--- src/design/ltcr_pkg.sv ---
// Shared types, constants and font table for the LCD text cell renderer.
package ltcr_pkg;

    // Result kinds carried on the master tuser
    typedef enum logic [1:0] {
        KIND_CMD   = 2'd0,
        KIND_PARAM = 2'd1,
        KIND_PIXEL = 2'd2
    } ltcr_kind_t;

    // Configuration register indexes
    localparam int unsigned CFG_IDX_W = 2;
    localparam logic [CFG_IDX_W-1:0] CFG_FG_COLOR = 2'd0;
    localparam logic [CFG_IDX_W-1:0] CFG_BG_COLOR = 2'd1;

    localparam logic [15:0] FG_RESET = 16'hFFFF;
    localparam logic [15:0] BG_RESET = 16'h0000;

    // Panel command bytes
    localparam logic [7:0] OP_COL_ADDR = 8'h2A;
    localparam logic [7:0] OP_ROW_ADDR = 8'h2B;
    localparam logic [7:0] OP_MEM_WR   = 8'h2C;

    localparam logic [7:0] CHAR_NEWLINE = 8'h0A;
    localparam logic [7:0] X_WRAP_LIMIT = 8'd235;
    localparam logic [7:0] Y_HOME_LIMIT = 8'd232;
    localparam logic [7:0] CELL_W       = 8'd6;
    localparam logic [7:0] CELL_H       = 8'd8;
    localparam logic [7:0] WIN_X_SPAN   = 8'd5;
    localparam logic [7:0] WIN_Y_SPAN   = 8'd7;

    // Beat sequence: 11 header beats then 48 pixels
    localparam int unsigned HDR_BEATS   = 11;
    localparam int unsigned TOTAL_BEATS = 59;
    localparam int unsigned STEP_W      = $clog2(TOTAL_BEATS);
    localparam logic [STEP_W-1:0] LAST_STEP = STEP_W'(TOTAL_BEATS - 1);

    localparam int unsigned GLYPH_W = 40;
    localparam logic [2:0]  PAD_COL = 3'd5;

    typedef struct packed {
        logic              load;
        logic              emit;
        logic              last;
        logic [STEP_W-1:0] step;
    } ltcr_cmd_t;

    typedef struct packed {
        logic draws;
        logic out_free;
    } ltcr_sts_t;

    // 5x8 font, eight 5-bit rows per glyph, first row in the top bits
    function automatic logic [GLYPH_W-1:0] glyph_lookup(input logic [7:0] code);
        logic [GLYPH_W-1:0] g;
        unique case (code)
            8'h20: g = 40'h0000000000;
            8'h21: g = 40'h2108401000;
            8'h22: g = 40'h5294000000;
            8'h23: g = 40'h5295F57D4A;
            8'h24: g = 40'h23E8E2F880;
            8'h25: g = 40'hC644444C60;
            8'h26: g = 40'h64A88AC9A0;
            8'h27: g = 40'h6110000000;
            8'h28: g = 40'h1110841040;
            8'h29: g = 40'h4104211100;
            8'h2A: g = 40'h012AEA9000;
            8'h2B: g = 40'h0108E21000;
            8'h2C: g = 40'h0000061100;
            8'h2D: g = 40'h0001F00000;
            8'h2E: g = 40'h0000006300;
            8'h2F: g = 40'h0044444000;
            8'h30: g = 40'h74675CC5C0;
            8'h31: g = 40'h23084211C0;
            8'h32: g = 40'h74422223E0;
            8'h33: g = 40'hF88820C5C0;
            8'h34: g = 40'h11952F8840;
            8'h35: g = 40'hFC3C10C5C0;
            8'h36: g = 40'h3211E8C5C0;
            8'h37: g = 40'hF844442100;
            8'h38: g = 40'h7462E8C5C0;
            8'h39: g = 40'h7462F08980;
            8'h3A: g = 40'h0318063000;
            8'h3B: g = 40'h0318061100;
            8'h3C: g = 40'h1111041040;
            8'h3D: g = 40'h003E0F8000;
            8'h3E: g = 40'h4104111100;
            8'h3F: g = 40'h7442220080;
            8'h40: g = 40'h7442DAD5C0;
            8'h41: g = 40'h74631FC620;
            8'h42: g = 40'hF463E8C7C0;
            8'h43: g = 40'h74610845C0;
            8'h44: g = 40'hE4A318CB80;
            8'h45: g = 40'hFC21E843E0;
            8'h46: g = 40'hFC21E84200;
            8'h47: g = 40'h746178C5E0;
            8'h48: g = 40'h8C63F8C620;
            8'h49: g = 40'h71084211C0;
            8'h4A: g = 40'h3884214980;
            8'h4B: g = 40'h8CA98A4A20;
            8'h4C: g = 40'h84210843E0;
            8'h4D: g = 40'h8EEB58C620;
            8'h4E: g = 40'h8C7359C620;
            8'h4F: g = 40'h746318C5C0;
            8'h50: g = 40'hF463E84200;
            8'h51: g = 40'h74631AC9A0;
            8'h52: g = 40'hF463EA4A20;
            8'h53: g = 40'h7420E087C0;
            8'h54: g = 40'hF908421080;
            8'h55: g = 40'h8C6318C5C0;
            8'h56: g = 40'h8C6318A880;
            8'h57: g = 40'h8C635AD540;
            8'h58: g = 40'h8C54454620;
            8'h59: g = 40'h8C62A21080;
            8'h5A: g = 40'hF8444443E0;
            8'h5B: g = 40'h72108421C0;
            8'h5C: g = 40'h8ABE4F9080;
            8'h5D: g = 40'h70842109C0;
            8'h5E: g = 40'h22A2000000;
            8'h5F: g = 40'h00000003E0;
            8'h60: g = 40'h4104000000;
            8'h61: g = 40'h001C17C5E0;
            8'h62: g = 40'h842D98C7C0;
            8'h63: g = 40'h001D0845C0;
            8'h64: g = 40'h085B38C5E0;
            8'h65: g = 40'h001D1FC1C0;
            8'h66: g = 40'h3251C42100;
            8'h67: g = 40'h03E31785C0;
            8'h68: g = 40'h842D98C620;
            8'h69: g = 40'h20184211C0;
            8'h6A: g = 40'h100C214980;
            8'h6B: g = 40'h84254C5240;
            8'h6C: g = 40'h61084211C0;
            8'h6D: g = 40'h00355AC620;
            8'h6E: g = 40'h002D98C620;
            8'h6F: g = 40'h001D18C5C0;
            8'h70: g = 40'h003D1F4200;
            8'h71: g = 40'h001B378420;
            8'h72: g = 40'h002D984200;
            8'h73: g = 40'h001D0707C0;
            8'h74: g = 40'h42388424C0;
            8'h75: g = 40'h002318CDA0;
            8'h76: g = 40'h002318A880;
            8'h77: g = 40'h00231AD540;
            8'h78: g = 40'h0022A22A20;
            8'h79: g = 40'h00231785C0;
            8'h7A: g = 40'h003E2223E0;
            8'h7B: g = 40'h1108821040;
            8'h7C: g = 40'h2108421080;
            8'h7D: g = 40'h4108221100;
            8'h7E: g = 40'h0011510000;
            // non-printable codes draw a solid block
            default: g = '1;
        endcase
        return g;
    endfunction

endpackage

--- src/design/ltcr_ctrl.sv ---
// Sequencer FSM: takes items and steps through the beats of one character cell.
module ltcr_ctrl (
    input  logic                clk,
    input  logic                rst_n,
    input  logic                s_tvalid,
    output logic                s_tready,
    input  ltcr_pkg::ltcr_sts_t sts,
    output ltcr_pkg::ltcr_cmd_t cmd
);
    import ltcr_pkg::*;

    typedef enum logic {
        ST_IDLE = 1'b0,
        ST_EMIT = 1'b1
    } ltcr_state_t;

    ltcr_state_t       state_reg, state_next;
    logic [STEP_W-1:0] step_reg, step_next;

    always_ff @(posedge clk or negedge rst_n)
    begin
        if (!rst_n)
        begin
            state_reg <= ST_IDLE;
            step_reg  <= '0;
        end
        else
        begin
            state_reg <= state_next;
            step_reg  <= step_next;
        end
    end

    always_comb
    begin
        state_next = state_reg;
        step_next  = step_reg;
        s_tready   = 1'b0;
        cmd        = '0;
        cmd.step   = step_reg;
        cmd.last   = (step_reg == LAST_STEP);
        unique case (state_reg)
            ST_IDLE:
            begin
                s_tready = 1'b1;
                if (s_tvalid)
                begin
                    cmd.load  = 1'b1;
                    step_next = '0;
                    if (sts.draws)
                        state_next = ST_EMIT;
                end
            end
            ST_EMIT:
            begin
                if (sts.out_free)
                begin
                    cmd.emit  = 1'b1;
                    step_next = step_reg + 1'b1;
                    if (step_reg == LAST_STEP)
                        state_next = ST_IDLE;
                end
            end
            default:
            begin
                state_next = ST_IDLE;
            end
        endcase
    end

    a_step_bound: assert property (@(posedge clk) disable iff (!rst_n)
        state_reg == ST_EMIT |-> step_reg <= LAST_STEP)
        else $error("step counter past last beat");

    a_last_to_idle: assert property (@(posedge clk) disable iff (!rst_n)
        cmd.emit && cmd.last |=> state_reg == ST_IDLE)
        else $error("sequencer did not return to idle after last beat");

    a_emit_starts_at_zero: assert property (@(posedge clk) disable iff (!rst_n)
        $rose(state_reg == ST_EMIT) |-> step_reg == '0)
        else $error("cell sequence did not start at first beat");

endmodule

--- config.mk ---
export PLATFORM = sky130hd
export DESIGN_NAME = ltcr_ctrl
export DESIGN_NICKNAME = d
export VERILOG_FILES = /design/src/design/ltcr_pkg.sv /design/src/design/ltcr_ctrl.sv
export SDC_FILE = /design/constraint.sdc
export NUM_CORES = 1
export LEC_CHECK = 0
export ABC_AREA = 0
export CORE_AREA = 2 2 39 41
export CTS_CLUSTER_DIAMETER = 40
export DETAILED_ROUTE_END_ITERATION = 8
export DIE_AREA = 0 0 41 43
export DONT_BUFFER_PORTS = 1
export SLEW_MARGIN = 15
export SYNTH_ARGS = -nofsm -noshare
export SYNTH_HDL_FRONTEND = slang
export SYNTH_SLANG_ARGS = --single-unit
export TNS_END_PERCENT = 10
--- constraint.sdc ---
create_clock -name clk -period 2.7 [get_ports clk]
set_input_delay 0.135 -clock clk [delete_from_list [all_inputs] [get_ports clk]]
set_output_delay 0.135 -clock clk [all_outputs]
set_load 0.01 [all_outputs]
# [Word level (Yosys, flattened, before mapping)]
# Index checks and enable logic that the tools add are counted.
[op_classes] n_addsub=1 muxes=13 n_bitwise=1 eq_ne=3 n_reduce_logical=1
[ops] op="$mux 6" count=2
[ops] op="$pmux 6 s2" count=1
[ops] op="$mux 1" count=9
[ops] op="$add 6x1->6 const B" count=1
[ops] op="$eq 6x6->1 const B" count=1
[ops] op="$ne 2x2->1 const B" count=2
[ops] op="$pmux 1 s2" count=1
[ops] op="$reduce_and 2->1" count=1
[ops] op="$not 1->1" count=1
[totals] inputBits=5 reg_bits=7 word_cells=21

# [Depth between registers and ports, before layout]
# Gate-level depths: netlist of run 1.
[depth] depth_word=4 depth_mapped=5

# [Worst setup path before layout of run 1]
# Ideal clock, no wire load.
[synth_timing] path_type="register to register" start="register step_reg[0]" end="register state_reg" period_less_slack_ns=1.169 setup_slack_ns=1.531 setup_time_ns=0.134 t_arrival_ns=1.035 path_stages_with_launch=6 path_cell_list="dfrtp_1 -> inv_1 -> ha_1 -> nand4_1 -> nor2_1 -> a21oi_1"
[synth_lines] item="from (decl)" line="ltcr_ctrl.sv:18" text="logic [STEP_W-1:0] step_reg, step_next;"
[synth_lines] item="from (signal assigned)" line="ltcr_ctrl.sv:30" text="step_reg <= step_next;"
[synth_lines] item="to (signal assigned)" line="ltcr_ctrl.sv:29" text="state_reg <= state_next;"
[synth_lines] item="to (decl)" line="ltcr_ctrl.sv:17" text="ltcr_state_t state_reg, state_next;"

==> results.md, run 1 <==
- Status: finished clean
- Post-layout instance area: ~420 sq um
- Setup violators final: 0
- Die area: roughly 0.0018 sq mm
- CTS clk-pin slew, worst paths: about 0.050 ns
- Initial Util: about a quarter
- Via Count: 291
- Synthesis-to-finish area growth: 15.3%
- Reg2Reg Capture Point: state_reg
- #FFs+latches synth: 7
- Register area share after synthesis: between 40% and 50%
- Max incr delay on CP: ~0.48 ns
- Avg Inst Size Synth: ~9.9 sq um
- Rows: 14
- Hold depth: 2
- # hold bufs at CTS: 1
- Startpoint types: flip-flop
- Layout cells sized above 1: 16.7%
- Worst slew margin: between 70% and 80%
- Peak supply drop: ~0.2 mV
- Hold path startpoint: sts[0]
- Grt ovf: 0
- Syn_nets: 44
- Synth Instances: 37
- Root Buffer: clkbuf_4
- Metal2 WL: 359 microns
- Final worst-path cycle share: 52.6%
- Max-cap violations: 0
- Buf/Inv on CP: 1
- Metal-1 WL: a little under 300 microns
- Leak Pwr: 0.195 nW
- CP cell instances: inv_1 -> ha_1 -> nand4_1 -> nor2_1
- Fin nets: 50
- Post-DP HPWL: ~550 microns
- Top-level I/O count: 15
- Unrepaired setup endpoints after global routing: false
- Max reg flops: 6
- Worst r2r src: step_reg[0]
- Antenna violations before repair: 0
- Post-CTS Setup Bufs: 0
- Post-Route WL: roughly 730 microns
- Crit-path leading delay family: flip-flops
- Setup CP Type: reg -> out
- Post-Syn Area: between 300 and 400 sq um
- Top Metal Used: met4
- Commonest non-fill, non-tap cell in the layout: dfrtp_1
- Post-cts gate resize count: 0
- Vias in the first global route: ~280
- Yosys warning total: 0
- Drt drc: 0
- Final Non-Filler Cells: 58
- WP data arrival: 1.28 ns
- Die width: 41 microns
- Crit path time final: 1.42 ns
- Core Region: between 0.001 and 0.0015 sq mm
- Detail Route Antenna Nets: 0
- Avg WL per Cell: between 10 and 15 microns
- Max Slew Vio Count: 0
- Inserted Clock Buffers: 3
- Total GRT Usage: 9.55%
- Worst-margin pin slew: between 0.3 and 0.4 ns
- CTS HTree Levels: 1
- Hold Fails Final Rpt: 0
- Clock Skews: between 0.001 and 0.0015 ns
- DP Area: slightly below 400 sq um
- Port Buf Inserts: 0
- Worst hold-check path type: in -> reg
- Synth cell types: 17
- Worst-case clock buffer depth: 2
- Die Y-Extent: roughly 43 microns
- R2R cell count: 5
- Total negative slack: 0 ns
- PD cells: 899 mW/mm^2
- Min Hold Slack: 0.0831 ns
- Most frequent cells in the layout: dfrtp_1, inv_1, nand3_1
- Hold Path Sink: step_reg[5]
- Clock sink total: 7
- CP max stage cell: dfrtp_1
- WL met3: 60 microns
- Drt pass-1 iters: 4
- Placed cell count: 53
- Clk_lat worst skew: 0.25 ns
- Crit. End Element: output port
- Worst Path Required: 2.57 ns
- Routed vias/inst: approximately 5
- Initial DRC Count: 1
- Largest net degree at the start of global routing: 11
- CTS tree: yes
- GPL Wtd Cong: 0.618
- Fmax: between 700 and 800 MHz
- Worst-path fanout max: 6
- Worst R2R Setup Slack: ~1.4 ns
- N_diodes: 0
- First-pass GRT wire length: 1080 microns
==> synthesized netlist by cell type <==
| master | instances | area, sq um |
|---|---|---|
| a21oi_1 | 2 | 10.0 |
| dfrtp_1 | 7 | 175 |
| ha_1 | 2 | 25.0 |
| inv_1 | 4 | 15.0 |
| inv_2 | 1 | 3.75 |
| mux2i_1 | 2 | 20.0 |
| nand2_1 | 1 | 3.75 |
| nand2_2 | 1 | 6.26 |
| nand2b_2 | 1 | 8.76 |
| nand3_1 | 4 | 20.0 |
| nand3_2 | 1 | 10.0 |
| nand4_1 | 2 | 12.5 |
| nor2_1 | 1 | 3.75 |
| o211ai_1 | 2 | 15.0 |
| o21ai_1 | 3 | 15.0 |
| o31ai_1 | 2 | 15.0 |
| xor2_1 | 1 | 8.76 |
==> layout make-up <==
class / count / area [sq um]
fillers: 151 / 960
well taps: 16 / 20.0
clock buffers: 4 / 26.3
inverters: 5 / 18.8
repair buffers: 1 / 10.0
flip-flops and latches: 7 / 175
multi-input cells: 25 / 174
==> how the worst max path moves through the flow <==
stage | slack [ns] | end | depth (start not counted) | startpoint
after CTS | 1.26 | cmd[6] | 4 | step_reg[0]
final | 1.28 | cmd[6] | 4 | step_reg[0]
after global routing | 1.22 | cmd[6] | 4 | step_reg[0]
after detailed placement | 1.43 | state_reg | 5 | step_reg[0]
after floorplan | 1.53 | state_reg | 5 | step_reg[0]
after global placement | 1.43 | state_reg | 5 | step_reg[0]
==> cell families after synthesis <==
| group | Yosys count | synth area share [%] |
|---|---|---|
| adder cells (fa/ha/maj) | 2 | 6.80 |
| XOR/XNOR | 1 | 2.38 |
| AND/OR/NAND/NOR | 11 | 17.7 |
| buffers and inverters | 5 | 5.10 |
| flip-flops | 7 | 47.6 |
| AO/OA/AOI/OAI | 9 | 15.0 |
| multiplexers | 2 | 5.44 |
==> report_power, final <==
part           internal [W]  total [W]  switching [W]  leakage (nW)
clock             0.0000563  0.0000931      0.0000369        0.0150
combinational     0.0000380  0.0000714      0.0000334        0.0956
sequential         0.000141   0.000217      0.0000762        0.0844
==> metal layers <==
layer | global-route usage (%) | vias to the layer above
met1 | 8.71 | 137
li1 | - | 141
met2 | 13.8 | 11
met3 | 3.14 | 2
met4 | 12.0 | 0
met5 | 0 | -
==> per-stage QoR <==
step                      worst slack, ns  util (%)  power [W]
after floorplan                      1.53         -   0.000266
after global placement               1.43      28.0   0.000288
after detailed placement             1.43      28.0   0.000290
after CTS                            1.26      30.7   0.000389
after global routing                 1.22      30.7   0.000411
final                                1.28      30.7   0.000381
(Power assumes the default switching activity.)
==> run 2, diff against run 1 <==
==> constraint.sdc (replaced) <==
create_clock -name clk -period 1.31 [get_ports clk]
set_input_delay 0.0655 -clock clk [delete_from_list [all_inputs] [get_ports clk]]
set_output_delay 0.0655 -clock clk [all_outputs]
set_load 0.01 [all_outputs]
==> results.md, run 2 (same netlist as run 1, synthesis figures left out) <==
- Die area: 0.00176 sq mm (unchanged)
- PD cells: 1840 mW/mm^2 (+100%)
- Leak Pwr: 0.216 nW (+11%)
- Max reg flops: 6 (unchanged)
- Layout cells sized above 1: 34.8% (+18 points)
- Worst hold-check path type: in -> reg
- Fmax: between 700 and 800 MHz
- Die width: 41 microns (unchanged)
- Pwr Total: 0.000866 W (+130%)
- Largest net degree at the start of global routing: 11 (unchanged)
- Post-DP HPWL: 626 microns (+14%)
- Fin nets: 54 (+8.0%)
- Register area: 176 sq um (+0.71%)
- Inserted Clock Buffers: 3 (unchanged)
- Final worst-path cycle share: ~100%
- Final Non-Filler Cells: 62 (+6.9%)
- Via Count: 319 (+9.6%)
- First-pass GRT wire length: 1190 microns (+11%)
- Synthesis-to-finish area growth: 28.2%
- Initial Util: 26.6% (unchanged)
- Crit path time final: 1.30 ns
- Worst-margin pin slew: 0.320 ns (-0.00184 ns)
- Worst-case clock buffer depth: 2 (unchanged)
- Worst slew margin: 78.6% (+0.12 points)
- M1 GR Usage: 9.06% (+0.35 points)
- Finished Core Util: 34.1% (+3.4 points)
- Fillers: 150 (-0.66%)
- Clk_lat worst skew: 0.26 ns (about the same)
- R2R cell count: 5 (unchanged)
- Startpoint types: flip-flop
- CTS HTree Levels: 1 (unchanged)
- Status: finished clean
- Max-cap violations: 0 (unchanged)
- Worst-path fanout max: 5 (-1)
- GPL Wtd Cong: 0.638 (+3.3%)
- Hold Fails Final Rpt: 0 (unchanged)
- N_diodes: 0 (unchanged)
- Core Region: 0.00138 sq mm (unchanged)
- Crit. End Element: output port
- Setup violators final: 0 (unchanged)
- CTS tree: yes
- Setup CP Type: reg -> out
- Peak supply drop: 0.466 mV (+130%)
- Routed vias/inst: 5.15 (+2.5%)
- Die Y-Extent: 43 microns (unchanged)
- WP data arrival: 1.24 ns (-0.04 ns)
- GR peak layer: met2
- Commonest non-fill, non-tap cell in the layout: dfrtp_1
- Antenna violations before repair: 0 (unchanged)
- Avg WL per Cell: 14.1 microns (+12%)
- CTS clk-pin slew, worst paths: 0.06 ns (about the same)
- Clock Skews: 0.00820 ns (+0.00707 ns)
- Top-level I/O count: 15 (unchanged)
- Multi-input logic area: 189 sq um (+8.6%)
- Post-Route WL: 874 microns (+20%)
- Max Slew Vio Count: 0 (unchanged)
- GR Util met3: 3.14% (unchanged)
- Port Buf Inserts: 0 (unchanged)
- Placed cell count: 55 (+3.8%)
- Rows: 14 (unchanged)
- Worst Path Required: 1.24 ns (-1.33 ns)
- Initial DRC Count: 2 (+1)
- Drt pass-1 iters: 4 (unchanged)
- Drt drc: 0 (unchanged)
- Clock sink total: 7 (unchanged)
- Total GRT Usage: 11.0% (+1.4 points)
- Vias in the first global route: 287 (+4.0%)
- Met2 Use GR: 16.9% (+3.1 points)
- Grt ovf: 0 (unchanged)
- Root Buffer: clkbuf_4
- Detail Route Antenna Nets: 0 (unchanged)
- Most frequent cells in the layout: dfrtp_1, nand3_1, buf_4
- Unrepaired setup endpoints after global routing: true
- Hold depth: 2 (unchanged)
## run 2: cell count changes in the layout (fill, tap and decap cells not counted), sizes merged
cell and change:
buf +4, clkbuf -1, clkinv +1
## run 2: final timing paths
kind                              from  slack (ns)           to
setup / recovery           step_reg[1]       0.007       cmd[6]
hold / removal                  sts[0]        0.01  step_reg[5]
setup reg to reg           step_reg[0]        0.11  step_reg[4]
hold reg to reg            step_reg[5]        0.58  step_reg[5]
max in group asynchronous        rst_n        0.92  step_reg[1]
min in group asynchronous        rst_n        0.13  step_reg[4]
## run 2: final cells by class
type / instances / area share [%]
Tap cell: 16 / 4.24
Timing Repair Buffer: 5 / 8.49
Clock buffer: 3 / 4.77
Inverter: 5 / 3.98
Multi-Input combinational cell: 25 / 40.1
Sequential cell: 7 / 37.4
Clock inverter: 1 / 1.06
## run 2: repair_timing
action                     in CTS  in global routing
setup endpoints to repair       1                  1
setup buffers                   2                  0
pin swaps                       1                  1
resized for setup               4                  1
hold endpoints to repair        7                  0
hold buffers                    1                  0
## run 2: worst max-delay path: stages (launching register included)
cell and delay (ns):
dfrtp_2 0.46, ha_4 0.15, nand4_1 0.11, nor2_2 0.13, buf_4 0.13
## run 2: power by group
group	internal, W	total, W	switching [W]
Combinational	0.000110	0.000206	0.0000961
Clock	0.000112	0.000206	0.0000933
Sequential	0.000293	0.000454	0.000161
## run 2: per-stage QoR
stage / setup TNS (ns) / hold slack (ns) / setup slack (ns) / area (sq um)
after floorplan: 0 / -0.230 / 0.141 / 368
after global placement: 0 / -0.230 / 0.179 / 403
after detailed placement: 0 / -0.230 / 0.136 / 403
after CTS: -0.0312 / 0.00824 / -0.0312 / 469
after global routing: -0.0737 / 0.0164 / -0.0737 / 472
final: 0 / 0.0111 / 0.00662 / 472
## run 2: metal layers
metal  wire length, microns  part of all wire, %  up-vias
met2                    440                   50       14
met4                     34                  3.9        0
met1                    326                   37      151
met5                      0                    0        -
met3                     73                  8.4        4
li1                       -                    -      150
